## src/sv/memory_pattern_self_test_defines.svh

```systemverilog
// Assertion macros used by the memory pattern self-test sequencer core.
`ifndef MEMORY_PATTERN_SELF_TEST_DEFINES_SVH
`define MEMORY_PATTERN_SELF_TEST_DEFINES_SVH

`ifndef NO_ASSERTIONS
// Property must hold at every clock edge outside reset.
`define MPST_ASSERT(label, clk, rst_n, prop) \
    label: assert property (@(posedge clk) disable iff (!(rst_n)) prop) \
        else $error("mpst assertion failed");
// Condition must never be seen outside reset.
`define MPST_ASSERT_NEVER(label, clk, rst_n, cond) \
    label: assert property (@(posedge clk) disable iff (!(rst_n)) !(cond)) \
        else $error("mpst forbidden condition seen");
`else
`define MPST_ASSERT(label, clk, rst_n, prop)
`define MPST_ASSERT_NEVER(label, clk, rst_n, cond)
`endif

`endif

```

## src/sv/mpst_pkg.sv

```systemverilog
// Types, constants and codes shared by the memory pattern self-test modules.
package mpst_pkg;

    localparam int MAX_ADDR_BITS_DEF = 20;
    localparam int LOG2_W            = 5;
    localparam int DATA_W            = 32;
    localparam int MEM_ADDR_W        = 20;
    localparam int ERR_W             = 22;

    localparam logic [LOG2_W-1:0] LOG2_RESET = LOG2_W'(14);
    localparam logic [LOG2_W-1:0] LOG2_MIN   = LOG2_W'(1);
    localparam logic [DATA_W-1:0] PAT_XOR    = 32'hA5A5_A5A5;
    localparam logic [DATA_W-1:0] MARKER     = 32'hDEAD_0000;
    localparam logic [ERR_W-1:0]  ERR_MAX    = {ERR_W{1'b1}};

    // Input item kinds
    localparam logic KIND_START = 1'b0;
    localparam logic KIND_STEP  = 1'b1;

    typedef enum logic [7:0] {
        PH_IDLE    = 8'b0000_0001,
        PH_WR_PAT  = 8'b0000_0010,
        PH_RD_PAT  = 8'b0000_0100,
        PH_WR_INV  = 8'b0000_1000,
        PH_RD_INV  = 8'b0001_0000,
        PH_WR_MARK = 8'b0010_0000,
        PH_RD_MARK = 8'b0100_0000,
        PH_FINAL   = 8'b1000_0000
    } t_phase;

    typedef struct packed {
        logic              kind;
        logic [DATA_W-1:0] read_data;
    } t_item;

    typedef struct packed {
        logic                  mem_valid;
        logic                  mem_write;
        logic [MEM_ADDR_W-1:0] mem_addr;
        logic [DATA_W-1:0]     mem_wdata;
        logic                  test_done;
        logic                  test_passed;
        logic [ERR_W-1:0]      error_count;
    } t_result;

endpackage

```

## src/sv/mpst_core.sv

```systemverilog
// Sequencer core: phase state, command generation and read-back compare.
`include "memory_pattern_self_test_defines.svh"

module mpst_core #(
    parameter int MAX_ADDR_BITS = mpst_pkg::MAX_ADDR_BITS_DEF
) (
    input  logic                          i_clk,
    input  logic                          i_rst_n,
    input  logic                          i_fire,
    input  mpst_pkg::t_item               i_item,
    input  logic [mpst_pkg::LOG2_W-1:0]   i_word_count_log2,
    output mpst_pkg::t_result             o_res
);
    import mpst_pkg::*;

    localparam int AW = MAX_ADDR_BITS;
    localparam logic [LOG2_W-1:0] LOG2_MAX = LOG2_W'(MAX_ADDR_BITS);

    t_phase              r_phase,   n_phase;
    logic [AW-1:0]       r_idx,     n_idx;
    logic                r_pend,    n_pend;
    logic [DATA_W-1:0]   r_exp,     n_exp;
    logic [ERR_W-1:0]    r_err,     n_err;
    logic                r_fin,     n_fin;

    logic [LOG2_W-1:0]   lg;
    logic [AW-1:0]       last_idx;
    logic [DATA_W-1:0]   pat;
    logic [DATA_W-1:0]   offs;
    logic [DATA_W-1:0]   addr32;
    logic                mark_end;
    t_phase              phase_after;

    // effective size, clamped into the legal range
    always_comb begin
        if (i_word_count_log2 < LOG2_MIN) begin
            lg = LOG2_MIN;
        end else if (i_word_count_log2 > LOG2_MAX) begin
            lg = LOG2_MAX;
        end else begin
            lg = i_word_count_log2;
        end
    end

    assign last_idx = ~({AW{1'b1}} << lg);
    assign mark_end = r_idx >= AW'(lg);
    assign offs     = mark_end ? '0 : (DATA_W'(1) << r_idx);

    always_comb begin
        pat = DATA_W'(r_idx) ^ PAT_XOR;
        if (r_phase == PH_WR_INV || r_phase == PH_RD_INV) begin
            pat = ~pat;
        end
    end

    always_comb begin
        case (r_phase)
            PH_WR_PAT:  phase_after = PH_RD_PAT;
            PH_RD_PAT:  phase_after = PH_WR_INV;
            PH_WR_INV:  phase_after = PH_RD_INV;
            PH_RD_INV:  phase_after = PH_WR_MARK;
            PH_WR_MARK: phase_after = PH_RD_MARK;
            PH_RD_MARK: phase_after = PH_FINAL;
            default:    phase_after = PH_IDLE;
        endcase
    end

    always_comb begin
        n_phase = r_phase;
        n_idx   = r_idx;
        n_pend  = r_pend;
        n_exp   = r_exp;
        n_err   = r_err;
        n_fin   = r_fin;
        addr32  = '0;
        o_res   = '0;

        if (i_item.kind == KIND_START) begin
            n_phase = PH_WR_PAT;
            n_idx   = '0;
            n_pend  = 1'b0;
            n_exp   = '0;
            n_err   = '0;
            n_fin   = 1'b0;
        end else begin
            if (r_pend) begin
                if (i_item.read_data != r_exp && r_err != ERR_MAX) begin
                    n_err = r_err + ERR_W'(1);
                end
                n_pend = 1'b0;
            end
            case (r_phase)
                PH_WR_PAT, PH_RD_PAT, PH_WR_INV, PH_RD_INV: begin
                    o_res.mem_valid = 1'b1;
                    addr32          = DATA_W'(r_idx);
                    if (r_phase == PH_WR_PAT || r_phase == PH_WR_INV) begin
                        o_res.mem_write = 1'b1;
                        o_res.mem_wdata = pat;
                    end else begin
                        n_exp  = pat;
                        n_pend = 1'b1;
                    end
                    if (r_idx >= last_idx) begin
                        n_phase = phase_after;
                        n_idx   = '0;
                    end else begin
                        n_idx = r_idx + AW'(1);
                    end
                end
                PH_WR_MARK, PH_RD_MARK: begin
                    o_res.mem_valid = 1'b1;
                    addr32          = offs;
                    if (r_phase == PH_WR_MARK) begin
                        o_res.mem_write = 1'b1;
                        o_res.mem_wdata = MARKER | offs;
                    end else begin
                        n_exp  = MARKER | offs;
                        n_pend = 1'b1;
                    end
                    if (mark_end) begin
                        n_phase = phase_after;
                        n_idx   = '0;
                    end else begin
                        n_idx = r_idx + AW'(1);
                    end
                end
                PH_FINAL: begin
                    n_fin   = 1'b1;
                    n_phase = PH_IDLE;
                    n_idx   = '0;
                end
                default: begin
                end
            endcase
        end

        o_res.mem_addr    = addr32[MEM_ADDR_W-1:0];
        o_res.test_done   = n_fin;
        o_res.test_passed = n_fin && (n_err == '0);
        o_res.error_count = n_err;
    end

    always_ff @(posedge i_clk) begin
        if (!i_rst_n) begin
            r_phase <= PH_IDLE;
            r_idx   <= '0;
            r_pend  <= 1'b0;
            r_exp   <= '0;
            r_err   <= '0;
            r_fin   <= 1'b0;
        end else if (i_fire) begin
            r_phase <= n_phase;
            r_idx   <= n_idx;
            r_pend  <= n_pend;
            r_exp   <= n_exp;
            r_err   <= n_err;
            r_fin   <= n_fin;
        end
    end

    // commands only come out of the six test phases
    `MPST_ASSERT_NEVER(a_cmd_outside_test, i_clk, i_rst_n,
        i_fire && o_res.mem_valid && (r_phase == PH_IDLE || r_phase == PH_FINAL))
    // error count only moves up between starts
    `MPST_ASSERT(a_err_monotonic, i_clk, i_rst_n,
        (i_fire && i_item.kind == KIND_STEP) |=> (r_err >= $past(r_err)))
    // done is only held while the sequencer is parked
    `MPST_ASSERT(a_done_idle, i_clk, i_rst_n, r_fin |-> (r_phase == PH_IDLE))

endmodule

```

## config.mk

```make
export PLATFORM = sky130hd
export DESIGN_NAME = mpst_core
export DESIGN_NICKNAME = d
export VERILOG_FILES = /design/src/sv/mpst_pkg.sv /design/src/sv/mpst_core.sv
export VERILOG_INCLUDE_DIRS = /design/src /design/src/sv
export SDC_FILE = /design/constraint.sdc
export NUM_CORES = 1
export LEC_CHECK = 0
export ABC_AREA = 1
export BUFFER_PORTS_ARGS = -buffer_cell sky130_fd_sc_hd__clkbuf_2
export CAP_MARGIN = 20
export CORE_MARGIN = 2
export CORE_UTILIZATION = 50
export DETAILED_ROUTE_END_ITERATION = 16
export PLACE_DENSITY = 0.69
export SLEW_MARGIN = 25
export SYNTH_ARGS = -nofsm -noshare
export SYNTH_HDL_FRONTEND = slang
export SYNTH_SLANG_ARGS = --single-unit
```

## constraint.sdc

```tcl
create_clock -name i_clk -period 4.4 [get_ports i_clk]
set_input_delay 0.88 -clock i_clk [delete_from_list [all_inputs] [get_ports i_clk]]
set_output_delay 0.88 -clock i_clk [all_outputs]
set_load 0.03 [all_outputs]
```

==> summary.txt <==
Critical path
  – R2r endpoint: r_phase[6]$_SDFFE_PN0P_
  – Worst R2R Start: r_idx[0]$_SDFFE_PN0P_
  – Critical Setup Path Class: in2out
  – FF-to-FF path depth: 15
  – Worst Path Required: 3.52 ns
  – Crit Path Max Fanout: 7
  – WP data arrival: between 3 and 4 ns
  – Crit end category: primary output
  – Element type at the critical path start: primary input
  – Reg2Reg Setup Slack: between 1.5 and 2 ns

Timing
  – RSZ-0062 raised after global routing: yes
  – Max-Slew Margin vs Limit: 0.384
  – Tcrit/Tclk final: 0.990
  – Final setup violating endpoints: 0
  – Worst-Margin Slew: approximately 0.92 ns
  – Slew Viols, Final: 0
  – Final Hold Violating Endpoints: 0
  – Clock skew: between 0.006 and 0.007 ns
  – Maximum clock frequency: around 230 MHz
  – Fin crit period: ~4.4 ns

Synth
  – Mapped Area: 0.00669 mm2
  – Main flop type after synthesis: dfxtp_1
  – Yosys warnings: 0
  – Register area share after synthesis: 0.234
  – Post-synth ARST share: 0
  – Synth Register Bits: 78
  – Syn_nets: 1204
  – Average size of a mapped cell: approximately 6 um2
  – Cells after Synth: around 1.1k
  – Unique masters post-synth: 42
  – Number of enable flip-flop cells after synthesis: 0

Die
  – Row count: 42
  – Core ar.: 0.0131 mm2
  – DIE HEIGHT: around 120 um
  – I/O pins: roughly 120
  – Die width: roughly 120 um
  – Die area: approximately 0.014 mm2
  – Initial Util: 0.509

Layout
  – Most frequent cells in the layout: 325 x nand2_1, 140 x inv_1, 83 x nor2_1
  – Layout cells sized above 1: 0.233
  – Commonest non-fill, non-tap cell in the layout: nand2_1
  – Fin nets: between 1k and 1.5k
  – Area grow syn2layout: 29.2%
  – Finished layout cell area: around 0.0086 mm2
  – # fillers: ~1.3k
  – N_diodes: 0

Run status
  – Status: finished clean

Pwr
  – Overall Power: 1.88 mW
  – PD cells: ~220 mW/mm2
  – Leakage: slightly below 4 nW
  – VDD IR max: 0.000145 V

Routing
  – Drt first-iter violations: between 600 and 700
  – Vias per std cell: roughly 5.3
  – Routed Wire Length: between 20 and 25 mm
  – Total iterations of the first detailed-routing run: 6
  – Antenna Nets Post-Route: 0
  – Remaining DRCs: 0
  – WL/cell: approximately 14 um
  – Vias: around 7.7k

CTS
  – Clk Latency, worst-skew pair: about 0.34 ns
  – Cts bufs inserted: 9
  – Clock Tree Buf Depth: 2
  – CTS clk-pin slew, worst paths: about 0.060 ns
  – CTS tree: done
  – CTS sink cnt: 78
  – Clk root buf: clkbuf_16
  – H-tree lvl count: 3

Placement
  – Post-placement cell area: around 0.0076 mm2
  – Detailed placement HPWL: 14.7 mm
  – I/O Buffers: about 120
  – RD Place Congestion: approximately 0.88

Hold path
  – Hold Path Class: reg2reg
  – Hold Path Depth: 2
  – Hold path startpoint: r_phase[3]$_SDFFE_PN0P_
  – Worst hold path endpoint: r_phase[3]$_SDFFE_PN0P_

GRT
  – First-pass GRT wire length: approximately 33 mm
  – Initial antenna violation count: 0
  – Largest net degree at the start of global routing: 50
  – Total grt overflow: 0
  – GR Util All Layers: 0.287
  – Vias in the first global route: roughly 6.8k

Run
  – MaxCap Viol Count: 0
==> cells by family (layout without fill, tap and decap cells) <==
| kind of cell | count (synthesis) | after routing | synth area share |
|---|---|---|---|
| adder cells (fa/ha/maj) | 27 | 27 | 0.0505 |
| AND/OR/NAND/NOR | 595 | 596 | 0.381 |
| other | 1 | 1 | 0.000561 |
| flip-flops | 78 | 78 | 0.234 |
| AO/OA/AOI/OAI | 175 | 175 | 0.137 |
| buffers and inverters | 208 | 348 | 0.129 |
| XOR/XNOR | 52 | 52 | 0.0681 |
==> cells in the mapped netlist, types with 2 or more instances <==
| cell | number | area share |
|---|---|---|
| nor3_1 | 27 | 0.020 |
| nand2_2 | 4 | 0.0037 |
| a21oi_2 | 3 | 0.0039 |
| nand3_1 | 73 | 0.055 |
| clkbuf_1 | 24 | 0.013 |
| nor4_1 | 6 | 0.0056 |
| dfxtp_1 | 78 | 0.23 |
| inv_1 | 144 | 0.081 |
| buf_1 | 7 | 0.0039 |
| nor2_2 | 6 | 0.0056 |
| nand2_4 | 2 | 0.0034 |
| a21oi_1 | 117 | 0.088 |
| clkinv_1 | 3 | 0.0017 |
| nor2_1 | 100 | 0.056 |
| ha_1 | 27 | 0.051 |
| nand3b_1 | 4 | 0.0045 |
| nand4_1 | 33 | 0.031 |
| xnor2_1 | 23 | 0.030 |
| buf_4 | 9 | 0.010 |
| o21ai_0 | 41 | 0.031 |
| o21ai_1 | 6 | 0.0045 |
| buf_2 | 12 | 0.0090 |
| inv_2 | 4 | 0.0022 |
| nand2_1 | 334 | 0.19 |
| xor2_1 | 29 | 0.038 |
| buf_6 | 4 | 0.0067 |
==> power by group <==
part / internal, mW / leakage [nW] / total (mW) / switching (mW)
logic: 0.120 / 3.10 / 0.319 / 0.199
clock network: 0.523 / 0.161 / 0.821 / 0.299
registers: 0.724 / 0.633 / 0.744 / 0.0198
total: 1.37 / 3.89 / 1.88 / 0.518
==> state kept, by name, indices dropped and copies added (netlist names) <==
name     cells
r_err       22
r_idx       20
r_fin        1
r_exp       26
r_pend       1
r_phase      8
==> critical path, stage by stage <==
cell	delay, ns
buf_8	0.09
o21ai_4	0.07
a41oi_4	0.23
nor2_2	0.07
inv_2	0.08
nand2_2	0.06
nor2_2	0.10
nand2_1	0.07
o21ai_2	0.07
ha_1	0.25
inv_1	0.05
nand2_1	0.05
a21oi_2	0.10
o21bai_1	0.08
a21oi_2	0.18
o21ai_4	0.09
nor2_4	0.19
nand2_4	0.13
nor2_4	0.16
nand2_1	0.11
a21oi_2	0.16
clkbuf_8	0.19
==> metal layers <==
metal	wire length (um)	global-route usage	vias to the layer above
li1	-	-	3906
met1	9480	0.395	3433
met2	9310	0.458	289
met3	1440	0.0485	44
met4	504	0.0897	0
met5	0	0	-
==> area by class of cell <==
| cell class | count | area (um2) | share of cell area |
|---|---|---|---|
| clock buffers | 11 | 253 | 0.0293 |
| inverters | 152 | 576 | 0.0666 |
| repair buffers | 181 | 1390 | 0.161 |
| flip-flops and latches | 78 | 1560 | 0.181 |
| well taps | 176 | 220 | 0.0255 |
| clock inverters | 4 | 70.1 | 0.00811 |
| multi-input cells | 851 | 4570 | 0.529 |
==> timing repair <==
action | in CTS | in global routing
resized for setup | 104 | 34
hold buffers | 0 | 0
pin swaps | 10 | 23
setup endpoints to repair | 41 | 68
gates cloned | 0 | 1
setup buffers | 20 | 5
==> through the flow <==
stage,util,hold WS [ns],setup WS [ns],setup TNS (ns),cells
final,0.657,0.479,0.0422,0,1453
after detailed placement,0.579,0.465,-0.232,-6.51,1412
after global placement,0.579,0.466,-0.171,-3.99,1412
after global routing,0.657,0.495,-0.0935,-1.70,1453
after CTS,0.647,0.476,-0.0628,-0.898,1447
after floorplan,-,0.445,0.00122,0,1136
==> worst max-delay path by stage <==
stage                               from   endpoint  slack (ns)
finish              i_word_count_log2[2]  o_res[65]        0.04
global route        i_word_count_log2[2]  o_res[33]       -0.09
CTS                 i_word_count_log2[2]  o_res[24]       -0.06
detailed placement  i_word_count_log2[2]  o_res[67]       -0.23
global placement    i_word_count_log2[2]  o_res[62]       -0.17
floorplan           i_word_count_log2[3]  o_res[41]       0.001
(Power assumes the default switching activity.)
